File: config.mk
export PLATFORM = sky130hd
export DESIGN_NAME = ipv6_header_checker_unit
export DESIGN_NICKNAME = d
export VERILOG_FILES = /design/src/design/ipv6hc_pkg.sv /design/src/design/ipv6hc_bad_table.sv /design/src/design/ipv6hc_parse.sv /design/src/design/ipv6_header_checker_unit.sv
export SDC_FILE = /design/constraint.sdc
export NUM_CORES = 2
export LEC_CHECK = 0
export ABC_CLOCK_PERIOD_IN_PS = 8800
export BUFFER_PORTS_ARGS = -buffer_cell sky130_fd_sc_hd__buf_2
export CORE_MARGIN = 2
export CORE_UTILIZATION = 65
export CTS_BUF_LIST = sky130_fd_sc_hd__clkbuf_4 sky130_fd_sc_hd__clkbuf_8
export DETAILED_ROUTE_END_ITERATION = 7
export GPL_ROUTABILITY_DRIVEN = 0
export GPL_TIMING_DRIVEN = 0
export HOLD_SLACK_MARGIN = 0.02
export PLACE_DENSITY = 0.82
export SYNTH_ARGS = -nofsm -noshare
export SYNTH_HDL_FRONTEND = slang
export SYNTH_SLANG_ARGS = --single-unit
File: constraint.sdc
create_clock -name clk -period 8.8 [get_ports clk]
set_clock_uncertainty 0.05 [all_clocks]
set_input_delay 1.76 -clock clk [delete_from_list [all_inputs] [get_ports clk]]
set_output_delay 1.76 -clock clk [all_outputs]
set_load 0.1 [all_outputs]
File: src/design/ipv6hc_pkg.sv
// Shared constants and types for the IPv6 header checker.
package ipv6hc_pkg;

  // Bad-address table size and derived widths
  localparam int BAD_ENTRIES = 16;
  localparam int BAD_W       = (BAD_ENTRIES > 1) ? $clog2(BAD_ENTRIES) : 1;
  localparam int CNT_W       = $clog2(BAD_ENTRIES + 1);

  // Header geometry
  localparam logic [15:0] HDR_BYTES  = 16'd40;
  localparam logic [3:0]  IP_VERSION = 4'd6;
  localparam logic [15:0] LEN_MAX    = 16'hFFFF;

  // Configuration port
  localparam int CFG_ADDR_W = 2;
  localparam int CFG_DATA_W = 8;
  localparam logic [CFG_ADDR_W-1:0] REG_HEADER_OFFSET = 2'd0;
  localparam logic [CFG_ADDR_W-1:0] REG_BAD_COUNT     = 2'd1;

  // Input function codes
  localparam logic FUNC_BYTE  = 1'b0;
  localparam logic FUNC_TABLE = 1'b1;

  // Table half select
  localparam logic HALF_UPPER = 1'b0;

  typedef enum logic [2:0] {
    DROP_NONE    = 3'd0,
    DROP_SHORT   = 3'd1,
    DROP_VERSION = 3'd2,
    DROP_PAYLOAD = 3'd3,
    DROP_SOURCE  = 3'd4
  } drop_reason_t;

  // Table write beat
  typedef struct packed {
    logic        we;
    logic [3:0]  idx;
    logic        half;
    logic [63:0] word;
  } tbl_wr_t;

  // Source lookup request from the parser
  typedef struct packed {
    logic         start;
    logic [127:0] src;
  } lkup_req_t;

  // Source lookup status back to the parser
  typedef struct packed {
    logic busy;
    logic hit;
  } lkup_sts_t;

endpackage

File: src/design/ipv6hc_bad_table.sv
// Bad-address table memories and the sequential source scan.
module ipv6hc_bad_table (
  input  logic                         clk,
  input  logic                         rst_n,
  input  logic [4:0]                   bad_count,
  input  ipv6hc_pkg::tbl_wr_t          tbl_wr,
  input  ipv6hc_pkg::lkup_req_t        req,
  output ipv6hc_pkg::lkup_sts_t        sts
);

  // Upper and lower address halves, one entry per row
  logic [63:0] mem_hi [ipv6hc_pkg::BAD_ENTRIES];
  logic [63:0] mem_lo [ipv6hc_pkg::BAD_ENTRIES];

  logic [63:0] rd_hi_r;
  logic [63:0] rd_lo_r;
  logic        rd_first_r;
  logic        rd_v_r;
  logic        w0_hi_r;
  logic        w0_lo_r;
  logic        busy_r;
  logic        hit_r;
  logic [127:0] src_r;
  logic [ipv6hc_pkg::CNT_W-1:0] idx_r;
  logic [ipv6hc_pkg::CNT_W-1:0] used;
  logic [ipv6hc_pkg::BAD_W-1:0] raddr;
  logic [ipv6hc_pkg::BAD_W-1:0] waddr;
  logic        wr_ok;
  logic        issue;
  logic [63:0] cmp_hi;
  logic [63:0] cmp_lo;

  // Entries in use, clamped to the table size
  always_comb begin
    if (32'(bad_count) > ipv6hc_pkg::BAD_ENTRIES) begin
      used = ipv6hc_pkg::CNT_W'(ipv6hc_pkg::BAD_ENTRIES);
    end else begin
      used = ipv6hc_pkg::CNT_W'(bad_count);
    end
  end

  assign wr_ok = tbl_wr.we && (32'(tbl_wr.idx) < ipv6hc_pkg::BAD_ENTRIES);
  assign waddr = ipv6hc_pkg::BAD_W'(tbl_wr.idx);
  assign raddr = idx_r[ipv6hc_pkg::BAD_W-1:0];
  assign issue = busy_r && (idx_r < used);

  // Memory write port
  always_ff @(posedge clk) begin
    if (wr_ok) begin
      if (tbl_wr.half == ipv6hc_pkg::HALF_UPPER) begin
        mem_hi[waddr] <= tbl_wr.word;
      end else begin
        mem_lo[waddr] <= tbl_wr.word;
      end
    end
  end

  // Registered read port
  always_ff @(posedge clk) begin
    rd_hi_r    <= mem_hi[raddr];
    rd_lo_r    <= mem_lo[raddr];
    rd_first_r <= (idx_r == '0);
  end

  // Entry zero reads as all ones until each half is written
  assign cmp_hi = (rd_first_r && !w0_hi_r) ? '1 : rd_hi_r;
  assign cmp_lo = (rd_first_r && !w0_lo_r) ? '1 : rd_lo_r;

  // Scan sequencer: issue one entry a cycle, compare it in the cycle after
  always_ff @(posedge clk) begin
    if (!rst_n) begin
      busy_r  <= 1'b0;
      rd_v_r  <= 1'b0;
      hit_r   <= 1'b0;
      w0_hi_r <= 1'b0;
      w0_lo_r <= 1'b0;
      idx_r   <= '0;
    end else begin
      if (wr_ok && (tbl_wr.idx == 4'd0)) begin
        if (tbl_wr.half == ipv6hc_pkg::HALF_UPPER) begin
          w0_hi_r <= 1'b1;
        end else begin
          w0_lo_r <= 1'b1;
        end
      end
      if (req.start) begin
        busy_r <= (used != '0);
        idx_r  <= '0;
        rd_v_r <= 1'b0;
        hit_r  <= 1'b0;
      end else if (busy_r) begin
        rd_v_r <= issue;
        if (issue) begin
          idx_r <= idx_r + ipv6hc_pkg::CNT_W'(1);
        end
        if (rd_v_r && (cmp_hi == src_r[127:64]) && (cmp_lo == src_r[63:0])) begin
          hit_r <= 1'b1;
        end
        if (!issue && !rd_v_r) begin
          busy_r <= 1'b0;
        end
      end
    end
  end

  // Source under test
  always_ff @(posedge clk) begin
    if (req.start) begin
      src_r <= req.src;
    end
  end

  assign sts.busy = busy_r;
  assign sts.hit  = hit_r;

endmodule

File: src/design/ipv6hc_parse.sv
// Header field capture, verdict logic, totals and result register.
module ipv6hc_parse (
  input  logic                   clk,
  input  logic                   rst_n,
  input  logic [7:0]             header_offset,
  input  logic                   byte_take,
  input  logic [7:0]             data_byte,
  input  logic                   last_byte,
  output ipv6hc_pkg::lkup_req_t  req,
  input  ipv6hc_pkg::lkup_sts_t  sts,
  input  logic                   out_stall,
  output logic                   out_valid,
  output logic                   out_accepted,
  output logic [2:0]             out_drop_reason,
  output logic [15:0]            out_kept_length,
  output logic                   out_was_trimmed,
  output logic [7:0]             out_next_header,
  output logic [31:0]            out_passed_count,
  output logic [31:0]            out_dropped_count
);

  logic [15:0] pos_r;
  logic [3:0]  ver_r,  ver_nxt;
  logic [15:0] plen_r, plen_nxt;
  logic [7:0]  nh_r,   nh_nxt;
  logic [63:0] src0_r, src0_nxt;
  logic [63:0] src1_r, src1_nxt;
  logic        checked_r;
  logic [31:0] pass_r;
  logic [31:0] drop_r;

  logic        out_valid_r;
  logic        out_acc_r;
  logic [2:0]  out_reason_r;
  logic [15:0] out_kept_r;
  logic        out_trim_r;
  logic [7:0]  out_nh_r;

  logic [15:0] off16;
  logic [15:0] hpos;
  logic [5:0]  hs;
  logic        in_hdr;
  logic [15:0] total;
  logic [15:0] hdr_end;
  logic        is_short;
  logic [15:0] pay_avail;
  logic [16:0] kept_sum;
  logic [15:0] kept;
  ipv6hc_pkg::drop_reason_t reason;

  assign off16  = {8'd0, header_offset};
  assign hpos   = pos_r - off16;
  assign hs     = hpos[5:0];
  assign in_hdr = (pos_r >= off16) && (hpos < ipv6hc_pkg::HDR_BYTES);

  // Header field capture
  always_comb begin
    ver_nxt  = ver_r;
    plen_nxt = plen_r;
    nh_nxt   = nh_r;
    src0_nxt = src0_r;
    src1_nxt = src1_r;
    if (byte_take && in_hdr) begin
      if (hs == 6'd0) begin
        ver_nxt = data_byte[7:4];
      end else if (hs == 6'd4) begin
        plen_nxt = {data_byte, plen_r[7:0]};
      end else if (hs == 6'd5) begin
        plen_nxt = {plen_r[15:8], data_byte};
      end else if (hs == 6'd6) begin
        nh_nxt = data_byte;
      end else if ((hs >= 6'd8) && (hs < 6'd24)) begin
        if (hs[4]) begin
          src1_nxt = {src1_r[55:0], data_byte};
        end else begin
          src0_nxt = {src0_r[55:0], data_byte};
        end
      end
    end
  end

  // Kick off the table scan on the last source byte
  assign req.start = byte_take && in_hdr && (hs == 6'd23);
  assign req.src   = {src0_r, src1_nxt};

  // Verdict
  assign total     = (pos_r == ipv6hc_pkg::LEN_MAX) ? ipv6hc_pkg::LEN_MAX : pos_r + 16'd1;
  assign hdr_end   = off16 + ipv6hc_pkg::HDR_BYTES;
  assign is_short  = total < hdr_end;
  assign pay_avail = total - hdr_end;
  assign kept_sum  = {1'b0, hdr_end} + {1'b0, plen_nxt};
  assign kept      = kept_sum[16] ? ipv6hc_pkg::LEN_MAX : kept_sum[15:0];

  always_comb begin
    if (is_short) begin
      reason = ipv6hc_pkg::DROP_SHORT;
    end else if (ver_nxt != ipv6hc_pkg::IP_VERSION) begin
      reason = ipv6hc_pkg::DROP_VERSION;
    end else if (plen_nxt > pay_avail) begin
      reason = ipv6hc_pkg::DROP_PAYLOAD;
    end else if (checked_r && sts.hit) begin
      reason = ipv6hc_pkg::DROP_SOURCE;
    end else begin
      reason = ipv6hc_pkg::DROP_NONE;
    end
  end

  // Per-packet state and totals
  always_ff @(posedge clk) begin
    if (!rst_n) begin
      pos_r     <= '0;
      ver_r     <= '0;
      plen_r    <= '0;
      nh_r      <= '0;
      src0_r    <= '0;
      src1_r    <= '0;
      checked_r <= 1'b0;
      pass_r    <= '0;
      drop_r    <= '0;
    end else if (byte_take) begin
      if (last_byte) begin
        pos_r     <= '0;
        ver_r     <= '0;
        plen_r    <= '0;
        nh_r      <= '0;
        src0_r    <= '0;
        src1_r    <= '0;
        checked_r <= 1'b0;
        if (reason == ipv6hc_pkg::DROP_NONE) begin
          pass_r <= pass_r + 32'd1;
        end else begin
          drop_r <= drop_r + 32'd1;
        end
      end else begin
        pos_r  <= total;
        ver_r  <= ver_nxt;
        plen_r <= plen_nxt;
        nh_r   <= nh_nxt;
        src0_r <= src0_nxt;
        src1_r <= src1_nxt;
        if (req.start) begin
          checked_r <= 1'b1;
        end
      end
    end
  end

  // Result register: valid flag
  always_ff @(posedge clk) begin
    if (!rst_n) begin
      out_valid_r <= 1'b0;
    end else if (byte_take && last_byte) begin
      out_valid_r <= 1'b1;
    end else if (!out_stall) begin
      out_valid_r <= 1'b0;
    end
  end

  // Result register: payload
  always_ff @(posedge clk) begin
    if (byte_take && last_byte) begin
      out_acc_r    <= (reason == ipv6hc_pkg::DROP_NONE);
      out_reason_r <= reason;
      out_kept_r   <= (reason == ipv6hc_pkg::DROP_NONE) ? kept : 16'd0;
      out_trim_r   <= (reason == ipv6hc_pkg::DROP_NONE) && (plen_nxt < pay_avail);
      out_nh_r     <= nh_nxt;
    end
  end

  assign out_valid         = out_valid_r;
  assign out_accepted      = out_acc_r;
  assign out_drop_reason   = out_reason_r;
  assign out_kept_length   = out_kept_r;
  assign out_was_trimmed   = out_trim_r;
  assign out_next_header   = out_nh_r;
  assign out_passed_count  = pass_r;
  assign out_dropped_count = drop_r;

endmodule

File: src/design/ipv6_header_checker_unit.sv
// Top level of the IPv6 header checker.
// Packet bytes (func 0) and bad-address table writes (func 1) share the input
// channel. When the last source-address byte (header byte 23 after the
// offset) is taken, the input stalls (not at all when bad_count is 0) while
// the entries in use, bad_count clamped to the table size, are scanned one
// entry per cycle through the table's single registered read port. One
// result beat follows each last packet byte, in the next cycle, from an
// output register; further bytes are taken while it waits, and only a last
// byte is held off while a result is still stalled. Table entry 0 reads as
// all ones until written; other entries must be written before they are put
// in use by bad_count. Configuration writes take effect at once.
module ipv6_header_checker_unit (
  input  logic                              clk,
  input  logic                              rst_n,
  input  logic                              cfg_we,
  input  logic [ipv6hc_pkg::CFG_ADDR_W-1:0] cfg_addr,
  input  logic [ipv6hc_pkg::CFG_DATA_W-1:0] cfg_data,
  input  logic                              in_valid,
  output logic                              in_stall,
  input  logic                              in_func,
  input  logic [7:0]                        in_data_byte,
  input  logic                              in_last_byte,
  input  logic [3:0]                        in_entry_index,
  input  logic                              in_entry_half,
  input  logic [63:0]                       in_entry_word,
  output logic                              out_valid,
  input  logic                              out_stall,
  output logic                              out_accepted,
  output logic [2:0]                        out_drop_reason,
  output logic [15:0]                       out_kept_length,
  output logic                              out_was_trimmed,
  output logic [7:0]                        out_next_header,
  output logic [31:0]                       out_passed_count,
  output logic [31:0]                       out_dropped_count
);

  logic [7:0] header_offset_r;
  logic [4:0] bad_count_r;
  logic       beat;
  logic       byte_take;
  ipv6hc_pkg::tbl_wr_t   tbl_wr;
  ipv6hc_pkg::lkup_req_t req;
  ipv6hc_pkg::lkup_sts_t sts;

  // Configuration registers
  always_ff @(posedge clk) begin
    if (!rst_n) begin
      header_offset_r <= 8'd0;
      bad_count_r     <= 5'd1;
    end else if (cfg_we) begin
      case (cfg_addr)
        ipv6hc_pkg::REG_HEADER_OFFSET: header_offset_r <= cfg_data[7:0];
        ipv6hc_pkg::REG_BAD_COUNT:     bad_count_r     <= cfg_data[4:0];
        default: ;
      endcase
    end
  end

  // Hold input during a scan, and hold a last byte while the result is blocked
  assign in_stall = sts.busy ||
                    (out_valid && out_stall && (in_func == ipv6hc_pkg::FUNC_BYTE) &&
                     in_last_byte);

  assign beat      = in_valid && !in_stall;
  assign byte_take = beat && (in_func == ipv6hc_pkg::FUNC_BYTE);

  assign tbl_wr.we   = beat && (in_func == ipv6hc_pkg::FUNC_TABLE);
  assign tbl_wr.idx  = in_entry_index;
  assign tbl_wr.half = in_entry_half;
  assign tbl_wr.word = in_entry_word;

  ipv6hc_bad_table u_table (
    .clk       (clk),
    .rst_n     (rst_n),
    .bad_count (bad_count_r),
    .tbl_wr    (tbl_wr),
    .req       (req),
    .sts       (sts)
  );

  ipv6hc_parse u_parse (
    .clk               (clk),
    .rst_n             (rst_n),
    .header_offset     (header_offset_r),
    .byte_take         (byte_take),
    .data_byte         (in_data_byte),
    .last_byte         (in_last_byte),
    .req               (req),
    .sts               (sts),
    .out_stall         (out_stall),
    .out_valid         (out_valid),
    .out_accepted      (out_accepted),
    .out_drop_reason   (out_drop_reason),
    .out_kept_length   (out_kept_length),
    .out_was_trimmed   (out_was_trimmed),
    .out_next_header   (out_next_header),
    .out_passed_count  (out_passed_count),
    .out_dropped_count (out_dropped_count)
  );

endmodule

; Word level (Yosys, flattened, before mapping)
; Memories as Yosys holds them, arrays and structs flattened. A register that Yosys moved wholly into a read port is not among the register bits.
; Index checks and enable logic that the tools add are counted.
[op_classes]
n_addsub = 8
n_lt_le_gt_ge = 9
eq_ne = 15
muxes = 53
n_bitwise = 4
reduce_logical = 46
[op_table]
columns = operator, count
row1 = 64-bit 2-to-1 mux, 18
row2 = 64-bit equality test, 2
row3 = 16-bit 2-to-1 mux, 7
row4 = 32-bit by 1-bit adder with 32-bit output (second input constant), 2
row5 = 8-bit 2-to-1 mux, 7
row6 = 16-bit less-than comparator, 2
row7 = 1-bit logical AND, 20
row8 = 6-bit by 3-bit equality test with 1-bit output (second input constant), 3
row9 = 16-bit by 16-bit adder with 17-bit output, 1
row10 = 16-bit by 1-bit adder with 16-bit output (second input constant), 1
row11 = 16-bit equality test (second input constant), 1
row12 = 16-bit by 8-bit >= comparator with 1-bit output, 1
row13 = 16-bit > comparator, 1
row14 = 16-bit by 6-bit less-than comparator with 1-bit output (second input constant), 1
row15 = 16-bit subtractor, 1
row16 = 16-bit by 8-bit subtractor with 16-bit output, 1
row17 = 2-bit AND reduction, 7
row18 = 1-bit 2-to-1 mux, 13
row19 = 3-bit 2-to-1 mux, 4
row20 = 4-bit 2-to-1 mux, 3
row21 = 2-bit != test (second input constant), 5
row22 = 8-bit by 6-bit adder with 9-bit output (second input constant), 1
row23 = 8-bit AND reduction, 1
row24 = 6-bit by 5-bit equality test with 1-bit output (second input constant), 1
row25 = other kinds (21), 31
[word_totals]
reg_bits = 419
ram_bits = 2048
input_bits = 94
out_inout_bits = 95
word_cells = 162
memories = 2
[memory_table]
columns = name, words, width, read_ports, rd_clocked_by_memory_dff, write_ports, line_no
row1 = u_table.mem_hi, 16, 64, 1, 1, 1, ipv6hc_bad_table.sv:12  ; logic [63:0] mem_hi [ipv6hc_pkg::BAD_ENTRIES];
row2 = u_table.mem_lo, 16, 64, 1, 1, 1, ipv6hc_bad_table.sv:13  ; logic [63:0] mem_lo [ipv6hc_pkg::BAD_ENTRIES];

; Longest topological paths before layout
[logic_depth]
depth_word = 16
mapped_depth = 28

; Hierarchy
; A second synthesis with hierarchy kept.
[unflattened]
cells_unflattened = 5285
hier_area_um2 = 101073.2
[by_module_without_submodules]
columns = mod, instances, cells_each, area_per_inst_um2, seq_area_each_um2
row1 = ipv6hc_bad_table, 1, 3630, 86422.9, 68125.3
row2 = ipv6hc_parse, 1, 1598, 14087.3, 5635.4
row3 = ipv6_header_checker_unit, 1, 57, 563.0, 260.2

; Worst setup path after synthesis
; No wires, ideal clock.
[synth_timing]
path_type = input-to-reg
startpoint = in in_valid
endpoint = mem u_table.mem_hi[0][0] (enable)
setup_time_ns = 0.567
arrival_time_ns = 6.706
path_slack_ns = 1.477
path_stages = 4
cell_sequence = nand2b_4 > nor3b_1 > nand2_1 > nor3_1
[synth_between]
elab_chain_cells = 4
[synth_rtl]
columns = item, line_no
row1 = "start, declared", ipv6_header_checker_unit.sv:18  ; input logic in_valid,
row2 = 1-bit logical AND, ipv6_header_checker_unit.sv:64  ; assign beat = in_valid && !in_stall;
row3 = 1-bit logical AND, ipv6_header_checker_unit.sv:67  ; assign tbl_wr.we = beat && (in_func == ipv6hc_pkg::FUNC_TABLE);
row4 = 1-bit 2-to-1 mux, ipv6hc_bad_table.sv:49  ; if (wr_ok) begin
row5 = 1-bit 2-to-1 mux (implied by the code), ipv6hc_bad_table.sv:51  ; mem_hi[waddr] <= tbl_wr.word;
row6 = "end, declared", ipv6hc_bad_table.sv:12
; No other way between the ends.

; Worst setup path after layout
[layout_timing]
startpoint = reg u_parse.pos_r[1]
endpoint = reg u_parse.out_kept_r[14] (netlist: u_parse.out_kept_length[14]), data pin
[layout_between]
elab_chain_cells = 11
word_cells_on_any_way = 27
[layout_rtl]
columns = item, line_no
row1 = "start, declared", ipv6hc_parse.sv:22  ; logic [15:0] pos_r;
row2 = "start signal, assigned", ipv6hc_parse.sv:135  ; pos_r <= total;
row3 = branches (longest 11 deep; another with 16-bit by 8-bit subtractor with 16-bit output), --
row4 = "end signal, assigned", ipv6hc_parse.sv:164  ; out_kept_r <= (reason == ipv6hc_pkg::DROP_NONE) ? kept : 16'd0;
row5 = "end, declared", ipv6hc_parse.sv:35  ; logic [15:0] out_kept_r;
; Parallel ways; which one is timed is not known.
; A chain may end at the register's enable or synchronous reset.

==> impl_metrics.json <==
{
  "die_h_um": 398,
  "io-pin-count": 189,
  "power_leakage_nw": 37.1,
  "drc": 8,
  "ctsResizeCount": 0,
  "startpoint": "u_parse.pos_r[1]",
  "setup_tns_ns": 0,
  "io_buffers": 182,
  "synth_warnings": 0,
  "cts_num_sinks": 2595,
  "viasPerCell": 7.11,
  "tightest_slew_ns": 1.54,
  "avgRoutedWirePerCell_um": 34.5,
  "slew_violations": 22,
  "cts_hold_buf": 0,
  "instances_no_fill": 8413,
  "violations": "design-rule violations, max-capacitance violations, max-slew violations",
  "yosysSeqAreaShare": 0.733,
  "grt_first_pass_wirelength_mm": 409,
  "crit_family": "compound AO/OA/AOI/OAI gates",
  "ys_types": 80,
  "drive_above_1_share": 0.283,
  "clkPwrFrac": 0.421,
  "synth_edf_count": 2205,
  "dp_cells": 7684,
  "worst_path_max_delay_cell": "dfxtp_1",
  "synth_nets": 5463,
  "cts-buffers-inserted": 403,
  "dominantRegCellSynth": "edfxtp_1",
  "drt-pass1-iter-count": 8,
  "crit_top_cell": "o21ai_0",
  "syn_inst": 5314,
  "htree_levels": 5,
  "post-route-min-period_ns": 7.31,
  "switching_share": 0.210,
  "path_buf_inv": 3,
  "crit_fanout": 10,
  "syn_area_um2": 101000,
  "fmax_ghz": 0.137,
  "grt_overflow": 0,
  "rows": 144,
  "cp-start-kind": "register",
  "use_met1": 0.481,
  "hold_violations": 0,
  "die_x_um": 398,
  "max_cap_violations": 2,
  "hold_path_class": "reg2reg",
  "grt_max_degree": 67,
  "end_kind": "register",
  "cts_setup_buffers": 0,
  "clkTransAtPathRegs_ns": 0.07,
  "cts_tree": "done",
  "timing.slew.headroom": -0.0273,
  "cts_root_buffer": "clkbuf_8",
  "nets": 6195,
  "area_growth_pct": 13.9,
  "status": "finished with violations",
  "grt.busiest_layer": "met2",
  "antenna_found_initial": 23,
  "use_met3": 0.122,
  "post_synth.cell_area_avg_um2": 19.0,
  "clock_path_buffers": 4,
  "dp_hpwl_mm": 192,
  "slowest_delay_ns": 0.50,
  "antenna_left": 0,
  "clk_latency_ns": 1.12,
  "setup_viol": 0,
  "critPathKind": "reg2reg",
  "fin_crit_sh": 0.831,
  "crit_arrival_ns": 8.20,
  "drtIter0Drc": 10500,
  "critical_path_required_ns": 9.69,
  "core_um2": 154000,
  "async_flop_share": 0,
  "rsz0062_at_grt": "no",
  "initial_utilization": 0.655,
  "peakVddDrop_v": 0.000185,
  "drt_wl_total_mm": 290,
  "p_comb_frac": 0.018,
  "grt_pass1_vias": 58600,
  "p_int_mw": 18.8,
  "grt_usage": 0.368,
  "p_switching_mw": 5.02,
  "seqPwrFrac": 0.561,
  "hp-start": "u_parse.src0_r[18]",
  "total_power_mw": 23.9,
  "power_density_nw_per_um2": 207,
  "dieArea_um2": 158000,
  "route.vias.total": 59800,
  "use_met2": 0.548,
  "r2r-start": "u_parse.pos_r[1]",
  "ys_seq_elements": 2595,
  "final_core_util": 0.746
}
[sequential cells by signal, summed over array words and instances, names as in the netlist, 8 cells and up]
register and count:
header_offset_r 8, u_parse.nh_r 8, u_parse.out_dropped_count 32, u_parse.out_kept_length 16, u_parse.out_next_header 8, u_parse.out_passed_count 32
u_parse.plen_r 16, u_parse.pos_r 16, u_parse.src0_r 64, u_parse.src1_r 64, u_table.mem_hi 1024, u_table.mem_lo 1024
u_table.rd_hi_r 64, u_table.rd_lo_r 64, u_table.src_r 128
[placed cells by master (no fill, tap or decap), drive strengths merged, types with 105 or more instances in the layout]
cell type and count:
a21oi 153, buf 423, clkbuf 767, clkinv 124, dfxtp 390, edfxtp 2205
inv 105, mux4 640, nand2 164, nor2 267
[synthesized netlist by cell type (all sizes together) (9+ instances only)]
master,count,area share
inv,102,0.0038
a21oi,153,0.0077
and2,10,0.00062
clkbuf,192,0.0072
a22o,21,0.0018
a222oi,9,0.00089
mux4,640,0.14
xor2,37,0.0032
nand4,29,0.0019
o31ai,56,0.0042
a31oi,11,0.00068
xnor2,24,0.0021
nor2b,75,0.0046
nor3,64,0.0032
nand2b,23,0.0015
nand3b,9,0.00067
ha,52,0.0064
and3,27,0.0017
nand3,52,0.0027
a21o,40,0.0030
o21a,9,0.00067
o22ai,96,0.0060
o21ai,65,0.0032
mux2i,84,0.0083
mux2,83,0.0093
dfxtp,390,0.077
buf,98,0.0045
nor2,267,0.0099
or3,10,0.00062
a22oi,42,0.0031
nor4,38,0.0026
nand2,164,0.0061
or4,63,0.0047
edfxtp,2205,0.66
[cells by family after synthesis]
family / synth area share
flip-flops: 0.733
AND/OR/NAND/NOR: 0.0430
multiplexers: 0.160
AO/OA/AOI/OAI: 0.0354
buffers and inverters: 0.0155
XOR/XNOR: 0.00529
adder cells (fa/ha/maj): 0.00704
[through the flow]
step,setup slack [ns],hold slack [ns],cell area [µm²]
after floorplan,1.48,0.358,101000
after global placement,-5.85,0.365,104000
after detailed placement,1.00,0.365,107000
after CTS,1.68,0.387,115000
after global routing,0.812,0.395,115000
final,1.49,0.392,115000
[worst reg2reg max path: cells and delay by family, from the launching register on]
family                     cells  cell delay [ns]
adders and majority gates      3             0.84
AOI/OAI and AO/OA             14             3.18
and+or+nand+nor                7             1.81
xor gates and xnor gates       1             0.15
buffers and inverters          3             0.64
DFF                            1             0.50
[power by group through the flow]
stage          registers [mW]  clock network, mW  logic (mW)
3_3_place_gp             13.6                  0       0.373
3_5_place_dp             13.6                  0       0.420
5_1_grt                  13.4               10.5       0.460
2_1_floorplan            13.7                  0       0.149
6_report                 13.4               10.0       0.438
4_1_cts                  13.4               10.1       0.422
[worst paths after layout]
check,slack (ns),cells past startpoint,to
min reg2reg,0.39,0,u_table.src_r[82]
max,1.49,28,u_parse.out_kept_length[14]
max reg2reg,1.49,28,u_parse.out_kept_length[14]
min,0.39,0,u_table.src_r[82]
[routing by layer]
layer  vias up  share of wire
li1      23200              -
met1     30000           0.33
met4        20          0.069
met3      1082           0.15
met5         -        0.00066
met2      5518           0.45
[final cells by class]
type                    count  area, µm²
plain buffers             290       1190
clock inverters           140        851
fillers                  8002      39100
flip-flops and latches   2595      74000
inverters                 103        389
repair buffers            327       3290
multi-input cells        2326      25600
well taps                2044       2560
diodes                     15       37.5
clock buffers             573       7050
No activity file was read; power rests on OpenSTA's default activity.
